### config.mk
export PLATFORM = sky130hd
export DESIGN_NAME = wqrd_skid
export DESIGN_NICKNAME = d
export VERILOG_FILES = /design/src/hdl/wqrd_skid.sv
export SDC_FILE = /design/constraint.sdc
export NUM_CORES = 1
export LEC_CHECK = 0
export BUFFER_PORTS_ARGS = -buffer_cell sky130_fd_sc_hd__buf_2
export CORE_UTILIZATION = 50
export CTS_CLUSTER_SIZE = 20
export DETAILED_ROUTE_END_ITERATION = 6
export GPL_TIMING_DRIVEN = 0
export PLACE_DENSITY_LB_ADDON = 0.15
export SETUP_SLACK_MARGIN = 0.15
export SLEW_MARGIN = 20
export SYNTH_ARGS = -nofsm -noshare
export SYNTH_HDL_FRONTEND = slang
export SYNTH_SLANG_ARGS = --single-unit
### constraint.sdc
create_clock -name clk -period 3.8 [get_ports clk]
set_clock_uncertainty 0.1 [all_clocks]
set_input_delay 0.19 -clock clk [delete_from_list [all_inputs] [get_ports clk]]
set_output_delay 0.19 -clock clk [all_outputs]
set_load 0.05 [all_outputs]
### src/hdl/wqrd_skid.sv
// Two-entry output buffer that decouples the pipeline from the consumer.
`timescale 1ns / 1ps
module wqrd_skid #(
	parameter int DW = 8
) (
	input  logic          clk,
	input  logic          arst_n,
	input  logic          in_valid,
	input  logic [DW-1:0] in_data,
	output logic          in_ready,
	output logic          out_valid,
	output logic [DW-1:0] out_data,
	input  logic          out_ready
);
	logic          out_valid_q;
	logic [DW-1:0] out_data_q;
	logic          skid_valid_q;
	logic [DW-1:0] skid_data_q;
	logic          accept;
	logic          out_take;

	// Ready comes straight from a register: the pipeline stalls only when the skid is full.
	assign in_ready = !skid_valid_q;
	assign accept   = in_valid && in_ready;
	assign out_take = !out_valid_q || out_ready;

	// Occupancy of both entries.
	always_ff @(posedge clk or negedge arst_n) begin
		if (!arst_n) begin
			out_valid_q  <= 1'b0;
			skid_valid_q <= 1'b0;
		end else if (out_take) begin
			out_valid_q  <= skid_valid_q || accept;
			skid_valid_q <= 1'b0;
		end else if (accept) begin
			skid_valid_q <= 1'b1;
		end
	end

	// Word storage.
	always_ff @(posedge clk) begin
		if (out_take) begin
			out_data_q <= skid_valid_q ? skid_data_q : in_data;
		end else if (accept) begin
			skid_data_q <= in_data;
		end
	end

	assign out_valid = out_valid_q;
	assign out_data  = out_data_q;

endmodule

### Yosys cells after proc, flatten, opt, wreduce, memory -nomap -nowiden

Cells that the tools add are included.
Widths: inputs -> output; s select.

* register bits: 18
* input bits: 12
* output and inout bits: 10
* logic and storage cells: 15

* muxes and demuxes: 3
* bitwise operators: 1
* reduce and logical (&&, ||, !) cells: 7

Operators with widths (count)
* $mux 8: 1
* $logic_not 1->1: 2
* $logic_or 1x1->1: 2
* $mux 1: 2
* $reduce_and 2->1: 1
* $reduce_bool 2->1: 1
* $logic_and 1x1->1: 1
* $not 1->1: 1

### Logic depth before layout (Yosys ltp)

* depth after elaboration: 4
* gate-level depth with buffers: 3
* mapped depth without buffers: 2

### Worst setup path before layout

OpenSTA, ideal clock, no wires.

* path kind: register to register
* start: register out_valid_q (netlist: out_valid)
* end: register skid_data_q[0] (enable)
* arrival time: 1540 ps
* setup slack: 1775 ps
* stages on the path, launching flop included: 3
* cells stage by stage: dfrtp_1 > nand2b_4 > nor3b_1

* longest elaborated chain between the ends: 4

RTL lines
* start: declaration: line 15 `logic out_valid_q;`
* start signal: assignment: line 33 `out_valid_q <= skid_valid_q || accept;`
* $logic_not 1->1: line 25 `assign out_take = !out_valid_q || out_ready;`
* $logic_or 1x1->1: line 25
* net out_take: line 20 `logic out_take;`
* $not 1->1 (no line)
* $reduce_and 2->1 (no line)
* end signal: assignment: line 45 `skid_data_q <= in_data;`
* end: declaration: line 18 `logic [DW-1:0] skid_data_q;`

The timed path passes the listed nets, and every way through them passes these cells.
A chain may end at the register's enable or synchronous reset.

### Worst setup path after layout

* start: register skid_valid_q
* end: register skid_data_q[5] (enable)

* longest elaborated chain between the ends: 3

RTL lines
* start: declaration: line 17 `logic skid_valid_q;`
* start signal: assignment: line 31 `skid_valid_q <= 1'b0;`
* start signal: assignment: line 34 `skid_valid_q <= 1'b0;`
* start signal: assignment: line 36 `skid_valid_q <= 1'b1;`
* $logic_not 1->1: line 23 `assign in_ready = !skid_valid_q;`
* $logic_and 1x1->1: line 24 `assign accept = in_valid && in_ready;`
* $reduce_and 2->1 (no line)

No other way between the ends.

==> impl_metrics.yaml <==
clock_network:
  cts.repair.resized: 0
  cts_tree: "yes"
  clockBufferDepth: 2
  h-tree-depth: 1
  cts_setup_buffers: 0
  cts_buffers: 3
  cts.sinks: 18
  clk_pin_slew_ps: 90
  worstSkewPairLatency_ps: 280
  root_buffer: "clkbuf_4"
final_layout:
  diodes: 0
  syn_to_final_growth_pct: 35.3
  mostFrequentLayoutCells: "buf_2, edfxtp_1, dlygate4sd3_1"
  num-nets-final: 80
  layout_commonest_cell: "buf_2"
  fillCellCount: 92
  final_layout_size_suffix_gt1_frac: 0.522
worst_hold_path:
  hold-path-endpoint: "out_valid"
  hold_path_depth: 3
  min-delay-start: "in_valid"
  min_path_type: "in -> reg"
yosys:
  ys_ff_latch: 18
  yosys.area.top_type: "edfxtp_1"
  yosys.area.top_type_share: 0.692
  synth_area_um2: 694
  ys_warn_count: 0
  synth.distinct_cells: 10
  postSynthNetCount: 45
  yosysSeqAreaShare: 0.764
  avgSynthCellArea_um2: 21.0
  synth_area_leaders: "edfxtp_1, mux2_4, dfrtp_1"
  netlist_instances: 33
global_route:
  grt_start_max_net_pins: 12
  grtUsageTotal: 0.187
  grt_pass1_wl_mm: 1.81
  grt_antenna_before_repair: 0
  grt_overflow: 0
  grt_pass1_vias: 430
route:
  dr.pass1.iters: 2
  vias: 404
  wirelength_mm: 1.15
  vias_per_cell: 4.93
  drtIter0Drc: 2
  drtAntennaViolNets: 0
  drc: 0
  wl_per_cell_um: 14.0
worst_setup_path:
  cp-start-kind: "flip-flop"
  cp-end-kind: "flip-flop"
  required_ps: 3630
  cp.arrival_ps: 1400
  r2r_start: "skid_valid_q"
  critPathKind: "reg -> reg"
  r2r_setup_slack_ps: 2230
  cp_max_fo: 10
  timing.rr.end: "skid_data_q[5]"
  ff2ff_path_depth: 2
timing:
  min_period_ps: 1570
  worstMarginPinSlew_ps: 639
  setup_viol: 0
  fin_setup_tns_ps: 0
  finalHoldViolCount: 0
  slew_headroom: 0.572
  fmax_mhz: 637
  finalMaxSlewViolations: 0
  min_period_over_period: 0.413
  rsz0062_at_grt: "no"
  whs_ps: 26.0
pwr:
  peakVddDrop_mv: 0.270
  p_per_area_nw_per_um2: 443
  power_uw: 416
  leakage_uw: 0.000393
die:
  io_pins: 22
  initial_core_util: 0.534
  fp.coreArea_um2: 1300
  std_cell_rows: 13
  dieHeight_um: 39.3
  die_area_um2: 1540
  fp.dieW_um: 39.3
outcome:
  status: "finished, final reports clean"
placement:
  gp_congestion: 0.593
  portBuffers: 21
flow_run:
  max_cap_viol_count: 0
-- synth_stat cells --
master    number
mux2_4         7
inv_1          1
mux2_2         1
nor2_1         2
buf_6          1
nand2_1        1
edfxtp_1      16
dfrtp_1        2
nand2b_4       1
nor3b_1        1
-- worst max-delay path: stages, from the launching register on --
cell     delay, ps
dfrtp_1        410
buf_6          160
nor3b_2        540
-- timing repair --
item                       in CTS  in global routing
setup endpoints to repair       0                  0
hold buffers                    9                  0
hold endpoints to repair       10                  0
-- metrics by stage --
stage                     setup WS, ps  area [um^2]   util  instances
after floorplan                   1780          694      -         33
after global placement            1900          818  0.629         69
final                             2230          940  0.722         82
after detailed placement          1830          818  0.629         69
after global routing              2140          940  0.722         82
after CTS                         1820          935  0.718         82
-- routing by layer --
metal  GRT usage  up-vias  wire length [um]
li1            -      194                 -
met1       0.236      196               493
met2       0.317       12               609
met3      0.0170        2                40
met4       0.103        0                 9
met5           0        -                 0
-- sequential cells by signal, indices dropped and copies added, names as in the netlist --
register      count
out_data          8
skid_data_q       8
out_valid         1
skid_valid_q      1
-- worst max path at each step --
stage / start / slack, ps / endpoint
finish: skid_valid_q / 2230 / skid_data_q[5]
global route: out_valid / 2140 / skid_data_q[3]
CTS: out_valid / 1820 / skid_data_q[3]
detailed placement: out_valid / 1830 / skid_data_q[0]
global placement: skid_valid_q / 1900 / skid_data_q[0]
floorplan: out_valid / 1780 / skid_data_q[0]
-- final cells by class --
cell class	count	area [um^2]	area share
Tap cell	15	18.8	0.0200
Multi-Input combinational cell	13	154	0.164
Clock buffer	4	26.3	0.0280
Buffer	1	11.3	0.0120
Timing Repair Buffer	30	195	0.208
Inverter	1	3.75	0.00399
Sequential cell	18	531	0.565
-- report_power, final --
group | internal (uW) | total [uW] | switching, uW
clock | 40.7 | 94.5 | 53.7
combinational | 31.4 | 85.4 | 54.0
sequential | 232 | 236 | 4.18
-- cells by family after synthesis --
| logic type | share of synthesized area |
|---|---|
| AND/OR/NAND/NOR | 0.0468 |
| multiplexers | 0.168 |
| flip-flops | 0.764 |
| buffers and inverters | 0.0216 |
Power figures use the tool's default switching activity.
