[config.mk]
export PLATFORM = sky130hd
export DESIGN_NAME = wqrd_norm_stage
export DESIGN_NICKNAME = d
export VERILOG_FILES = /design/src/hdl/wqrd_pkg.sv /design/src/hdl/wqrd_norm_stage.sv
export SDC_FILE = /design/constraint.sdc
export NUM_CORES = 1
export LEC_CHECK = 0
export BUFFER_PORTS_ARGS = -buffer_cell sky130_fd_sc_hd__buf_2
export CAP_MARGIN = 20
export CORE_ASPECT_RATIO = 0.7
export CORE_MARGIN = 4
export CORE_UTILIZATION = 50
export DETAILED_ROUTE_END_ITERATION = 8
export HOLD_SLACK_MARGIN = 0.08
export PLACE_DENSITY = 0.91
export SETUP_SLACK_MARGIN = 0.4
export SKIP_CTS_REPAIR_TIMING = 1
export SLEW_MARGIN = 20
export SYNTH_ARGS = -nofsm -noshare
export SYNTH_HDL_FRONTEND = slang
export SYNTH_SLANG_ARGS = --single-unit
[constraint.sdc]
create_clock -name clk -period 1.62 [get_ports clk]
set_input_delay 0.243 -clock clk [delete_from_list [all_inputs] [get_ports clk]]
set_output_delay 0.243 -clock clk [all_outputs]
set_load 0.1 [all_outputs]
[src/hdl/wqrd_pkg.sv]
// Shared types, constants and stream layout of the pipelined divider.
`timescale 1ns / 1ps
package wqrd_pkg;

	// Default sizes of the datapath.
	localparam int OPERAND_WIDTH_DEF = 67;
	localparam int QUOT_FRAC_DEF     = 63;

	// Fixed field widths.
	localparam int EXP_IN_W   = 16;
	localparam int SIG_HI_W   = 3;
	localparam int SIG_LO_W   = 64;
	localparam int SIG_IN_W   = SIG_HI_W + SIG_LO_W;
	localparam int EXP_W      = 18;
	localparam int SIG_W      = 64;

	// Input word layout, lowest bit first.
	localparam int IN_NSIGN_LSB = 0;
	localparam int IN_NEXP_LSB  = 1;
	localparam int IN_NHI_LSB   = 17;
	localparam int IN_NLO_LSB   = 20;
	localparam int IN_DSIGN_LSB = 84;
	localparam int IN_DEXP_LSB  = 85;
	localparam int IN_DHI_LSB   = 101;
	localparam int IN_DLO_LSB   = 104;
	localparam int IN_MODE_LSB  = 168;
	localparam int IN_TDATA_W   = 176;

	// Output word layout, lowest bit first.
	localparam int OUT_SIGN_LSB = 0;
	localparam int OUT_EXP_LSB  = 1;
	localparam int OUT_SIG_LSB  = 19;
	localparam int OUT_RUP_LSB  = 83;
	localparam int OUT_PAD_W    = 4;
	localparam int OUT_TDATA_W  = 88;
	localparam int OUT_TUSER_W  = 2;

	// Result class codes.
	typedef enum logic [1:0] {
		CLS_FINITE = 2'd0,
		CLS_ZERO   = 2'd1,
		CLS_INF    = 2'd2
	} class_e;

	// Rounding modes.
	typedef enum logic [1:0] {
		RND_NEAREST_EVEN = 2'd0,
		RND_DOWN         = 2'd1,
		RND_UP           = 2'd2,
		RND_ZERO         = 2'd3
	} rnd_mode_e;

	// Side information that travels with every word through the pipeline.
	typedef struct packed {
		class_e               cls;
		logic                 sign;
		rnd_mode_e            mode;
		logic [EXP_W-1:0]     expo;
	} meta_t;

	// Finished result handed to the output buffer.
	typedef struct packed {
		class_e               cls;
		logic                 sign;
		logic [EXP_W-1:0]     expo;
		logic [SIG_W-1:0]     sig;
		logic                 rounded_up;
	} res_t;

endpackage

[src/hdl/wqrd_norm_stage.sv]
// One step of the binary normalizing shift for numerator and denominator.
`timescale 1ns / 1ps
module wqrd_norm_stage #(
	parameter int W     = wqrd_pkg::OPERAND_WIDTH_DEF,
	parameter int CNT_W = 7,
	parameter int SHIFT = 1
) (
	input  logic                 clk,
	input  logic                 arst_n,
	input  logic                 en,
	input  logic                 in_valid,
	input  wqrd_pkg::meta_t      in_meta,
	input  logic [W-1:0]         in_num,
	input  logic [W-1:0]         in_den,
	input  logic [CNT_W-1:0]     in_lzn,
	input  logic [CNT_W-1:0]     in_lzd,
	output logic                 out_valid,
	output wqrd_pkg::meta_t      out_meta,
	output logic [W-1:0]         out_num,
	output logic [W-1:0]         out_den,
	output logic [CNT_W-1:0]     out_lzn,
	output logic [CNT_W-1:0]     out_lzd
);
	import wqrd_pkg::*;

	logic             num_top_zero;
	logic             den_top_zero;
	logic [W-1:0]     num_nx;
	logic [W-1:0]     den_nx;
	logic [CNT_W-1:0] lzn_nx;
	logic [CNT_W-1:0] lzd_nx;
	logic             valid_s1;
	meta_t            meta_s1;
	logic [W-1:0]     num_s1;
	logic [W-1:0]     den_s1;
	logic [CNT_W-1:0] lzn_s1;
	logic [CNT_W-1:0] lzd_s1;

	// Shift left by this step's amount when the top bits are all zero.
	always_comb begin
		num_top_zero = (in_num[W-1 -: SHIFT] == '0);
		den_top_zero = (in_den[W-1 -: SHIFT] == '0);
		num_nx = num_top_zero ? (in_num << SHIFT) : in_num;
		den_nx = den_top_zero ? (in_den << SHIFT) : in_den;
		lzn_nx = in_lzn + (num_top_zero ? CNT_W'(SHIFT) : '0);
		lzd_nx = in_lzd + (den_top_zero ? CNT_W'(SHIFT) : '0);
	end

	// Valid bit of the stage.
	always_ff @(posedge clk or negedge arst_n) begin
		if (!arst_n) begin
			valid_s1 <= 1'b0;
		end else if (en) begin
			valid_s1 <= in_valid;
		end
	end

	// Payload of the stage.
	always_ff @(posedge clk) begin
		if (en) begin
			meta_s1 <= in_meta;
			num_s1  <= num_nx;
			den_s1  <= den_nx;
			lzn_s1  <= lzn_nx;
			lzd_s1  <= lzd_nx;
		end
	end

	assign out_valid = valid_s1;
	assign out_meta  = meta_s1;
	assign out_num   = num_s1;
	assign out_den   = den_s1;
	assign out_lzn   = lzn_s1;
	assign out_lzd   = lzd_s1;

endmodule

# Yosys cells after proc, flatten, opt, wreduce, memory -nomap -nowiden
# Cells that the tools add are included.
# op_classes
n_addsub	2
n_mux	4
# ops
cell	n
2-to-1 mux 66 bit	2
adder 7 x 1 -> 7 bit	2
2-to-1 mux 1 bit	2
# totals
regBits	172
input_bits	175
output_inout_bits	172
wordCells	19

# Longest topological paths before layout
# logic_depth
ltp_word	2
mapped_depth	9
mapped_depth_nobuf	6

# Least setup slack after synthesis
# Ideal clock, no wire load.
# synth_timing
path_kind	input -> register
from	in in_num[66]
to	reg lzn_s1[6], in the netlist out_lzn[6], data pin
arrival_time_ps	1379
required_time_ps	1362
setup_slack_ps	-17
cell_stages	9
path_buffers	3
path_cell_list	buf_6 > buf_6 > buf_6 > inv_1 > ha_1 > ha_1 > and3_1 > nand3_1 > xnor2_1
# synth_via
elab_chain_cells	2
# synth_rtl
element	line	rtl
start, declared	wqrd_norm_stage.sv:13	input logic [W-1:0] in_num,
2-to-1 mux 1 bit	wqrd_norm_stage.sv:45	lzn_nx = in_lzn + (num_top_zero ? CNT_W'(SHIFT) : '0);
adder 7 x 1 -> 7 bit	wqrd_norm_stage.sv:45	
named net lzn_nx[6]	wqrd_norm_stage.sv:30	logic [CNT_W-1:0] lzn_nx;
end signal, assigned	wqrd_norm_stage.sv:64	lzn_s1 <= lzn_nx;
end, declared	wqrd_norm_stage.sv:36	logic [CNT_W-1:0] lzn_s1;
# The timed path passes the listed nets, and every way through them passes these cells.
# A chain may end at the register's enable or synchronous reset.

# Worst setup path in the final report
# layout_timing
from	reg lzn_s1[5], in the netlist out_lzn[5]
to	out out_lzn[5]
# layout_lines
element	line	rtl
end, declared	wqrd_norm_stage.sv:21	output logic [CNT_W-1:0] out_lzn,
# No word-level cell between the ends.

==> flow_summary.yaml <==
synthesis:
  yosysTopAreaCell: "edfxtp_1"
  synth_seq_area_share: 0.7250
  syn_area_mm2: 0.007117
  synthMostInstantiatedCell: "edfxtp_1"
  syn-num-nets: 528
  ys_types: 14
  synth-seq-cells: 172
  yosys_warnings: 0
  synth-main-ff-cell: "edfxtp_1"
  yosysTopAreaCellShare: 0.7215
  ys_top_cells_by_area: "edfxtp_1, mux2_2, mux2_4"
  synth_edf_count: 171
  postSynth.asyncResetShare: 0.005814
  syn_inst: 349
  syn_avg_cell_area_um2: 20.39
  synth_common_cells: "edfxtp_1, mux2_2, mux2_4"
die:
  ios: 347
  rows: 36
  initial_utilization: 0.5113
  die_w_um: 150.6
  die-area_mm2: 0.01624
  die_height_um: 107.8
  core-area_mm2: 0.01392
worst_setup_path:
  end_kind: "primary output"
  reg2reg_depth: 1
  worstSetupStartpoint: "out_lzn[5]"
  worst_path_max_delay_cell: "edfxtp_1"
  r2r_end: "out_valid"
  cp-start-kind: "flop"
  worstSetupEndpoint: "out_lzn[5]"
  path_depth: 1
  critPathBufInv: 1
  critPathMaxFanout: 1
  worstPathArrival_ps: 1130
  worstSetupPathType: "flop to primary output"
  crit_chain: "buf_6"
  path_delay_family: "flip-flops"
  ff2ff_setup_slack_ps: 810
  required_ps: 1380
  r2r_start: "out_valid"
  max_stage_delay_ps: 470
power_and_ir_drop:
  p_per_area_mw_per_mm2: 1335
  power.leakage_nw: 4.780
  p_sw_frac: 0.3671
  p_clk_frac: 0.315
  p_int_mw: 9.603
  vdd_drop_max_uv: 825.2
  p_comb_frac: 0.316
  seqPwrFrac: 0.369
  p_sw_mw: 5.570
timing:
  relSlewSlack: 0.6855
  setup_tns_ps: 0
  report.final.slew_viol_count: 0
  worst_pin_slew_ps: 471.8
  fmax_mhz: 726.8
  post-route-period-util: 0.8493
  setup_viol_count_final: 0
  rsz0062_at_grt: "yes"
  fin_worst_hold_slack_ps: 122.7
  min_period_ps: 1376
  hold_viol: 0
  finalClockSkew_ps: 0
placed_design:
  place_congestion: 0.8294
  numPortBuffers: 346
  hpwl_um: 14780
  placed_area_mm2: 0.009314
layout:
  syn2layout_area_growth_pct: 59.76
  num-nets-final: 930
  drive_above_1_share: 0.7199
  design_area_mm2: 0.01137
cts:
  cts-root-buf: "clkbuf_16"
  clk_latency_ps: 410
  cts_htree_levels: 4
  cts_tree: "done"
  cts_sinks: 172
  numCtsBuffers: 17
  clock_path_buffers: 2
  clk_pin_slew_ps: 80
global_routing:
  grt_pass1_wl_um: 27780
  gr-total-overflow: 0
  antenna_found_initial: 2
  grt_usage: 0.2348
  grt_max_degree: 39
  grt_pass1_vias: 5041
drt:
  viasPerCell: 5.284
  vias: 5046
  ant_nets: 0
  drt-wirelength-per-cell_um: 24.60
  postRouteWirelength_um: 23490
  drc: 0
  drt_iter0_markers: 341
  drtPass1Iterations: 7
run:
  drv_cap: 0
outcome:
  status: "completed"
worst_hold_path:
  min_path_type: "input port to flop"
  min_from: "in_den[65]"
[cells in the final DEF (no fill, tap or decap), types with 3 or more instances in the layout]
cell type,netlist,final
mux2_2,97,97
inv_8,0,3
ha_4,0,4
buf_12,0,6
clkbuf_16,0,17
xor2_1,3,3
bufinv_16,0,6
xnor2_1,7,7
buf_8,0,6
edfxtp_1,171,171
buf_6,8,166
mux2_4,34,34
nand3_2,0,5
buf_4,0,22
dlygate4sd3_1,0,26
buf_2,8,173
[final cells by class]
| cell class | instances | area, um2 |
|---|---|---|
| fillers | 649 | 2549 |
| inverters | 2 | 12.51 |
| repair buffers | 399 | 3371 |
| diodes | 1 | 2.502 |
| clock inverters | 15 | 260.3 |
| multi-input cells | 159 | 1899 |
| well taps | 190 | 237.7 |
| flip-flops and latches | 172 | 5161 |
| clock buffers | 17 | 425.4 |
[flip-flops by register name, summed over array words and instances, names as in the netlist]
register,flops
out_lzd,7
out_num,67
out_meta,23
out_den,67
out_lzn,7
out_valid,1
[how the worst min path moves through the flow]
stage	end	slack, ps	depth (start not counted)
after floorplan	out_valid	-50	0
after global placement	out_valid	30	1
after detailed placement	out_valid	30	1
after CTS	out_valid	-420	1
after global routing	out_valid	110	2
final	out_den[66]	120	2
[routing by layer]
layer / global-route usage / vias up / wire, um
met2: 0.4317 / 302 / 12830
met1: 0.2478 / 2518 / 8086
met4: 0.07245 / 2 / 513
li1: - / 2182 / -
met3: 0.09175 / 42 / 2048
met5: 0 / - / 7
[cell families (layout without fill, tap and decap cells)]
kind of cell  Yosys count  count (layout)  share of synthesized area
fa+ha+maj               4               4                   0.007033
simple gates           14              14                    0.01108
mux                   131             131                     0.2252
flops                 172             172                     0.7250
buf+inv                18             433                    0.01934
other cells             0               1                          0
xor+xnor               10              10                    0.01231
[through the flow]
step | power, mW | cells | setup WS (ps) | utilization
global placement | 9.668 | 896 | 164.1 | 0.6692
finish | 15.17 | 955 | 244.1 | 0.8169
global route | 15.54 | 955 | 192.5 | 0.8169
floorplan | 8.884 | 349 | 92.74 | -
detailed placement | 9.753 | 896 | 119.9 | 0.6692
CTS | 14.47 | 928 | 99.41 | 0.7184
[power by group through the flow]
stage	Combinational (mW)	Clock [mW]	Sequential (mW)
global placement	4.12	0	5.55
floorplan	0.435	0	8.45
global route	4.88	5.02	5.63
CTS	4.21	4.78	5.48
finish	4.80	4.77	5.60
detailed placement	4.18	0	5.57
(Power assumes the default switching activity.)
