File: config.mk
export PLATFORM = sky130hd
export DESIGN_NAME = wqrd_div_stage
export DESIGN_NICKNAME = d
export VERILOG_FILES = /design/src/hdl/wqrd_pkg.sv /design/src/hdl/wqrd_div_stage.sv
export SDC_FILE = /design/constraint.sdc
export NUM_CORES = 1
export LEC_CHECK = 0
export BUFFER_PORTS_ARGS = -buffer_cell sky130_fd_sc_hd__buf_2
export CORE_AREA = 2 2 171 173
export CTS_CLUSTER_DIAMETER = 100
export DETAILED_ROUTE_END_ITERATION = 7
export DIE_AREA = 0 0 173 175
export GPL_TIMING_DRIVEN = 0
export PLACE_DENSITY = 0.81
export SYNTH_ARGS = -nofsm -noshare
export SYNTH_HDL_FRONTEND = slang
export SYNTH_SLANG_ARGS = --single-unit
File: constraint.sdc
create_clock -name clk -period 1.8 [get_ports clk]
set_input_delay 0.36 -clock clk [delete_from_list [all_inputs] [get_ports clk]]
set_output_delay 0.36 -clock clk [all_outputs]
set_load 0.01 [all_outputs]
File: src/hdl/wqrd_pkg.sv
// Shared types, constants and stream layout of the pipelined divider.
`timescale 1ns / 1ps
package wqrd_pkg;

	// Default sizes of the datapath.
	localparam int OPERAND_WIDTH_DEF = 67;
	localparam int QUOT_FRAC_DEF     = 63;

	// Fixed field widths.
	localparam int EXP_IN_W   = 16;
	localparam int SIG_HI_W   = 3;
	localparam int SIG_LO_W   = 64;
	localparam int SIG_IN_W   = SIG_HI_W + SIG_LO_W;
	localparam int EXP_W      = 18;
	localparam int SIG_W      = 64;

	// Input word layout, lowest bit first.
	localparam int IN_NSIGN_LSB = 0;
	localparam int IN_NEXP_LSB  = 1;
	localparam int IN_NHI_LSB   = 17;
	localparam int IN_NLO_LSB   = 20;
	localparam int IN_DSIGN_LSB = 84;
	localparam int IN_DEXP_LSB  = 85;
	localparam int IN_DHI_LSB   = 101;
	localparam int IN_DLO_LSB   = 104;
	localparam int IN_MODE_LSB  = 168;
	localparam int IN_TDATA_W   = 176;

	// Output word layout, lowest bit first.
	localparam int OUT_SIGN_LSB = 0;
	localparam int OUT_EXP_LSB  = 1;
	localparam int OUT_SIG_LSB  = 19;
	localparam int OUT_RUP_LSB  = 83;
	localparam int OUT_PAD_W    = 4;
	localparam int OUT_TDATA_W  = 88;
	localparam int OUT_TUSER_W  = 2;

	// Result class codes.
	typedef enum logic [1:0] {
		CLS_FINITE = 2'd0,
		CLS_ZERO   = 2'd1,
		CLS_INF    = 2'd2
	} class_e;

	// Rounding modes.
	typedef enum logic [1:0] {
		RND_NEAREST_EVEN = 2'd0,
		RND_DOWN         = 2'd1,
		RND_UP           = 2'd2,
		RND_ZERO         = 2'd3
	} rnd_mode_e;

	// Side information that travels with every word through the pipeline.
	typedef struct packed {
		class_e               cls;
		logic                 sign;
		rnd_mode_e            mode;
		logic [EXP_W-1:0]     expo;
	} meta_t;

	// Finished result handed to the output buffer.
	typedef struct packed {
		class_e               cls;
		logic                 sign;
		logic [EXP_W-1:0]     expo;
		logic [SIG_W-1:0]     sig;
		logic                 rounded_up;
	} res_t;

endpackage

File: src/hdl/wqrd_div_stage.sv
// One restoring division step: one quotient bit per stage.
`timescale 1ns / 1ps
module wqrd_div_stage #(
	parameter int W   = wqrd_pkg::OPERAND_WIDTH_DEF,
	parameter int Q_W = wqrd_pkg::QUOT_FRAC_DEF + 1
) (
	input  logic             clk,
	input  logic             arst_n,
	input  logic             en,
	input  logic             in_valid,
	input  wqrd_pkg::meta_t  in_meta,
	input  logic [W-1:0]     in_den,
	input  logic [W-1:0]     in_rem,
	input  logic [Q_W-1:0]   in_quo,
	output logic             out_valid,
	output wqrd_pkg::meta_t  out_meta,
	output logic [W-1:0]     out_den,
	output logic [W-1:0]     out_rem,
	output logic [Q_W-1:0]   out_quo
);
	import wqrd_pkg::*;

	logic [W+1:0]   trial;
	logic           fits;
	logic [W-1:0]   rem_nx;
	logic           valid_s1;
	meta_t          meta_s1;
	logic [W-1:0]   den_s1;
	logic [W-1:0]   rem_s1;
	logic [Q_W-1:0] quo_s1;

	// Trial subtract of the divisor from twice the partial remainder.
	always_comb begin
		trial  = {1'b0, in_rem, 1'b0} - {2'b00, in_den};
		fits   = !trial[W+1];
		// The doubled remainder stays below the divisor when it does not fit.
		rem_nx = fits ? trial[W-1:0] : {in_rem[W-2:0], 1'b0};
	end

	// Valid bit of the stage.
	always_ff @(posedge clk or negedge arst_n) begin
		if (!arst_n) begin
			valid_s1 <= 1'b0;
		end else if (en) begin
			valid_s1 <= in_valid;
		end
	end

	// Payload of the stage.
	always_ff @(posedge clk) begin
		if (en) begin
			meta_s1 <= in_meta;
			den_s1  <= in_den;
			rem_s1  <= rem_nx;
			quo_s1  <= {in_quo[Q_W-2:0], fits};
		end
	end

	assign out_valid = valid_s1;
	assign out_meta  = meta_s1;
	assign out_den   = den_s1;
	assign out_rem   = rem_s1;
	assign out_quo   = quo_s1;

endmodule

; ---- After elaboration in Yosys (flattened, before gate mapping)
; Index checks and enable logic that the tools add are counted.
[word_totals]
regBits = 222
input_bits = 225
output_inout_bits = 222
word_cells = 12
[op_classes]
addsub = 1
n_mux = 1
n_reduce_logical = 1
[op_table]
columns = operator, count
row1 = $sub 68x67->69, 1
row2 = $mux 67, 1
row3 = $logic_not 1->1, 1

; ---- Longest topological paths before layout
[logic_depth]
depth_word = 2
mapped_depth = 15
mapped_depth_nobuf = 12

; ---- Least setup slack after synthesis
; No wires, ideal clock.
[synth_timing]
path_kind = input -> register
from = in in_den[0]
to = reg rem_s1[58] (netlist: out_rem[58]) (data pin)
t_arrival_ps = 2705
path_buffers = 0
setup_ps = 255
cell_stages = 11
t_required_ps = 1545
setup_slack_ps = -1160
path_cell_list = inv_1 fa_1 a211oi_1 o211ai_2 nand4_2 nand2_1 o21a_1 a2111oi_4 nor3_1 or3_1 a31o_1
[synth_via]
elab_chain_len = 2
[synth_lines]
columns = element, line_no
row1 = start: declaration, wqrd_div_stage.sv:12  ; input logic [W-1:0] in_den,
row2 = $sub 68x67->69, wqrd_div_stage.sv:34  ; trial = {1'b0, in_rem, 1'b0} - {2'b00, in_den};
row3 = $mux 67, wqrd_div_stage.sv:37  ; rem_nx = fits ? trial[W-1:0] : {in_rem[W-2:0], 1'b0};
row4 = net rem_nx[58], wqrd_div_stage.sv:25  ; logic [W-1:0] rem_nx;
row5 = end signal: assignment, wqrd_div_stage.sv:54  ; rem_s1 <= rem_nx;
row6 = end: declaration, wqrd_div_stage.sv:29  ; logic [W-1:0] rem_s1;
; The timed path passes the listed nets, and every way through them passes these cells.
; A chain may end at the register's enable or synchronous reset.

; ---- Worst setup path in the final report
[layout_timing]
from = in in_den[25]
to = reg rem_s1[62] (netlist: out_rem[62]) (data pin)
; Same word-level chain as after synthesis.

==> results.json <==
{
  "outcome": "finished, violations left",
  "violations": "setup timing",
  "syn-cell-area_mm2": 0.0120,
  "syn-mean-instance-area_um2": 11.1,
  "core_area_mm2": 0.0284,
  "wl_met1_um": 17800,
  "clock.fmax_ghz": 0.369,
  "worstMarginPinSlew_ns": 0.710,
  "final-setup-viol-count": 68,
  "hp-class": "in -> reg",
  "drv_slew": 0,
  "via_count": 11900,
  "ys_ff_latch": 222,
  "die_y_um": 175,
  "grt_pass1_wl_um": 66800,
  "first_pass_iters": 5,
  "io_pins": 447,
  "post-place-cells": 1910,
  "path_clk_slew_ns": 0.06,
  "io_buffers": 445,
  "syn_nets": 1372,
  "cts_root_buffer": "clkbuf_16",
  "clk_latency_ns": 0.53,
  "cp_cell_sequence": "buf_8 -> inv_6 -> ha_4 -> a21oi_4 -> o21ai_2 -> a21o_1 -> a2111o_1 -> o21a_4 -> a2111oi_4 -> buf_4 -> nor3_4 -> o21a_1 -> o31ai_2",
  "end_kind": "register",
  "syn_to_final_growth_pct": 64.4,
  "netlist_top_cells_count": "221 x edfxtp_1, 124 x nand2_1, 89 x inv_1, 87 x o21ai_0, 77 x a21oi_1",
  "setup_tns_ns": -47.14,
  "synth_area_leaders": "edfxtp_1 55%, ha_1 6.9%, nand2_1 3.9%",
  "worst_slack_ns": -0.909,
  "cts_max_level": 1,
  "routedWlPerCell_um": 22.6,
  "final_antenna_net_count": 0,
  "maxSlewHeadroom": 0.526,
  "die_w_um": 173,
  "dr.first_iter.drc_count": 956,
  "cts_tree": "done",
  "slowest_stage": "a2111o_1",
  "finalWirelength_um": 48600,
  "p_per_area_mw_per_mm2": 876,
  "yosysUniqueCellTypes": 74,
  "hold_viol_final": 0,
  "dr.max_layer_used": "met5",
  "hold_slack_ns": 0.0143,
  "ys.flop_type": "edfxtp_1",
  "netlist_instances": 1080,
  "min_period_ns": 2.71,
  "yosys.cell_count.top_type": "edfxtp_1",
  "cts_sinks": 222,
  "met3_wirelength_um": 3660,
  "slowest_delay_ns": 0.42,
  "drive_gt1_frac": 0.511,
  "synth_area_leader_cell": "edfxtp_1",
  "ys_async_sr_fraction": 0.00450,
  "ys_seq_area_frac": 0.555,
  "fin_worst_skew_ns": 0,
  "rows": 62,
  "drcViolationCount": 0,
  "overflow": 0,
  "dieArea_mm2": 0.0303,
  "grt_max_degree": 133,
  "grtUsageTotal": 0.285,
  "path_class": "in -> reg",
  "cts-buffers-inserted": 26,
  "cp.required_ns": 2.14,
  "synth_edf_count": 221,
  "yosysWarnings": 0,
  "start_util": 0.423,
  "place_hpwl_um": 31500,
  "vdd_drop_max_v": 0.000729,
  "p_leak_nw": 8.48,
  "vias_per_cell": 5.53,
  "cp-start-kind": "input pin",
  "gp_congestion": 0.919,
  "grt_pass1_vias": 11700,
  "min_period_over_period": 1.51,
  "post_layout_nonfiller_instances": 2146,
  "critPathMaxFanout": 8,
  "synth_top_area_frac": 0.553,
  "drv_cap": 0,
  "place_ws_ns": -1.66,
  "wl_met2_um": 24700,
  "clk_path_buf_depth": 3,
  "fin_nets": 2033,
  "grt_setup_unrepaired": "yes",
  "antenna_found_initial": 6,
  "crit_arrival_ns": 3.05
}
==> power breakdown <==
group	switching [mW]	leakage, nW	total, mW	internal, mW
sequential	0.147	2.17	6.49	6.34
clock	2.23	0.458	5.83	3.60
combinational	2.72	5.85	4.95	2.24
==> routing by layer <==
metal	GRT usage	vias up
met4	0.125	8
met5	0	-
met1	0.327	5738
met3	0.0598	152
li1	-	5310
met2	0.513	665
==> final cells by class <==
| type | instances | area (um^2) |
|---|---|---|
| clock buffer | 29 | 683 |
| multi-input combinational | 725 | 6450 |
| antenna | 2 | 5.00 |
| sequential | 222 | 6660 |
| clock inverter | 18 | 255 |
| tap | 384 | 480 |
| buffer | 27 | 345 |
| timing repair buffer | 649 | 4460 |
| fill | 1932 | 8670 |
| inverter | 90 | 380 |
==> flip-flops by register name, indices dropped and copies added, names as in the netlist <==
name and flops:
out_valid 1, out_quo 64, out_rem 67, out_meta 23
out_den 67
==> worst paths after layout <==
check,start,end,slack [ns],depth (start not counted)
max in group asynchronous,arst_n,out_valid,1.58,2
min reg2reg,out_valid,out_valid,0.53,1
max reg2reg,out_valid,out_valid,1.04,1
max,in_den[25],out_rem[62],-0.91,13
min in group asynchronous,arst_n,out_valid,0.13,2
min,in_den[28],out_den[28],0.01,1
==> critical path: cells and delay by family <==
| kind | cells | cell delay, ns |
|---|---|---|
| compound gates | 8 | 2.02 |
| buf+inv | 3 | 0.32 |
| fa+ha+maj | 1 | 0.28 |
| simple gates | 1 | 0.04 |
==> kinds of logic after synthesis <==
group                      synth area share
buffers and inverters                0.0468
muxes                               0.00282
xor gates and xnor gates             0.0380
and+or+nand+nor                       0.115
DFF                                   0.555
adders and majority gates            0.0705
AOI/OAI and AO/OA                     0.172
==> repair_timing <==
action / 4_1_cts / 5_1_grt
pin swaps: 44 / 81
hold buffers: 101 / 3
setup endpoints to repair: 68 / 68
resized for setup: 105 / 259
buffers inserted: 49 / 45
endpoints found under the hold margin: 101 / 3
gates cloned: 0 / 9
==> placed cells by master (no fill, tap or decap), types with 8 or more instances in the layout <==
cell type	synthesis	final
dlygate4sd3_1	0	104
buf_4	3	84
xor2_1	23	23
a21o_1	41	41
nand2_1	124	67
buf_12	0	10
nand2_2	0	33
o21ai_2	1	35
inv_2	1	14
ha_4	0	39
buf_8	0	14
ha_1	66	23
nand2_4	0	24
buf_6	3	26
o21ai_0	87	21
nand4_1	17	17
buf_2	22	419
nor2_1	55	45
xnor2_1	29	27
clkbuf_16	0	36
a21oi_2	5	18
nor3_1	17	8
a21oi_1	77	59
nand3_1	21	18
o21ai_1	10	40
inv_1	89	65
o21a_1	10	9
o21bai_1	15	11
edfxtp_1	221	221
==> metrics by stage <==
step           total power [mW]  area [um^2]   util
3_3_place_gp               10.1        15400  0.542
4_1_cts                    16.5        18200  0.641
2_1_floorplan              8.71        12700      -
5_1_grt                    17.8        19700  0.695
6_report                   17.3        19700  0.695
3_5_place_dp               10.2        15400  0.544
Power figures use the tool's default switching activity.
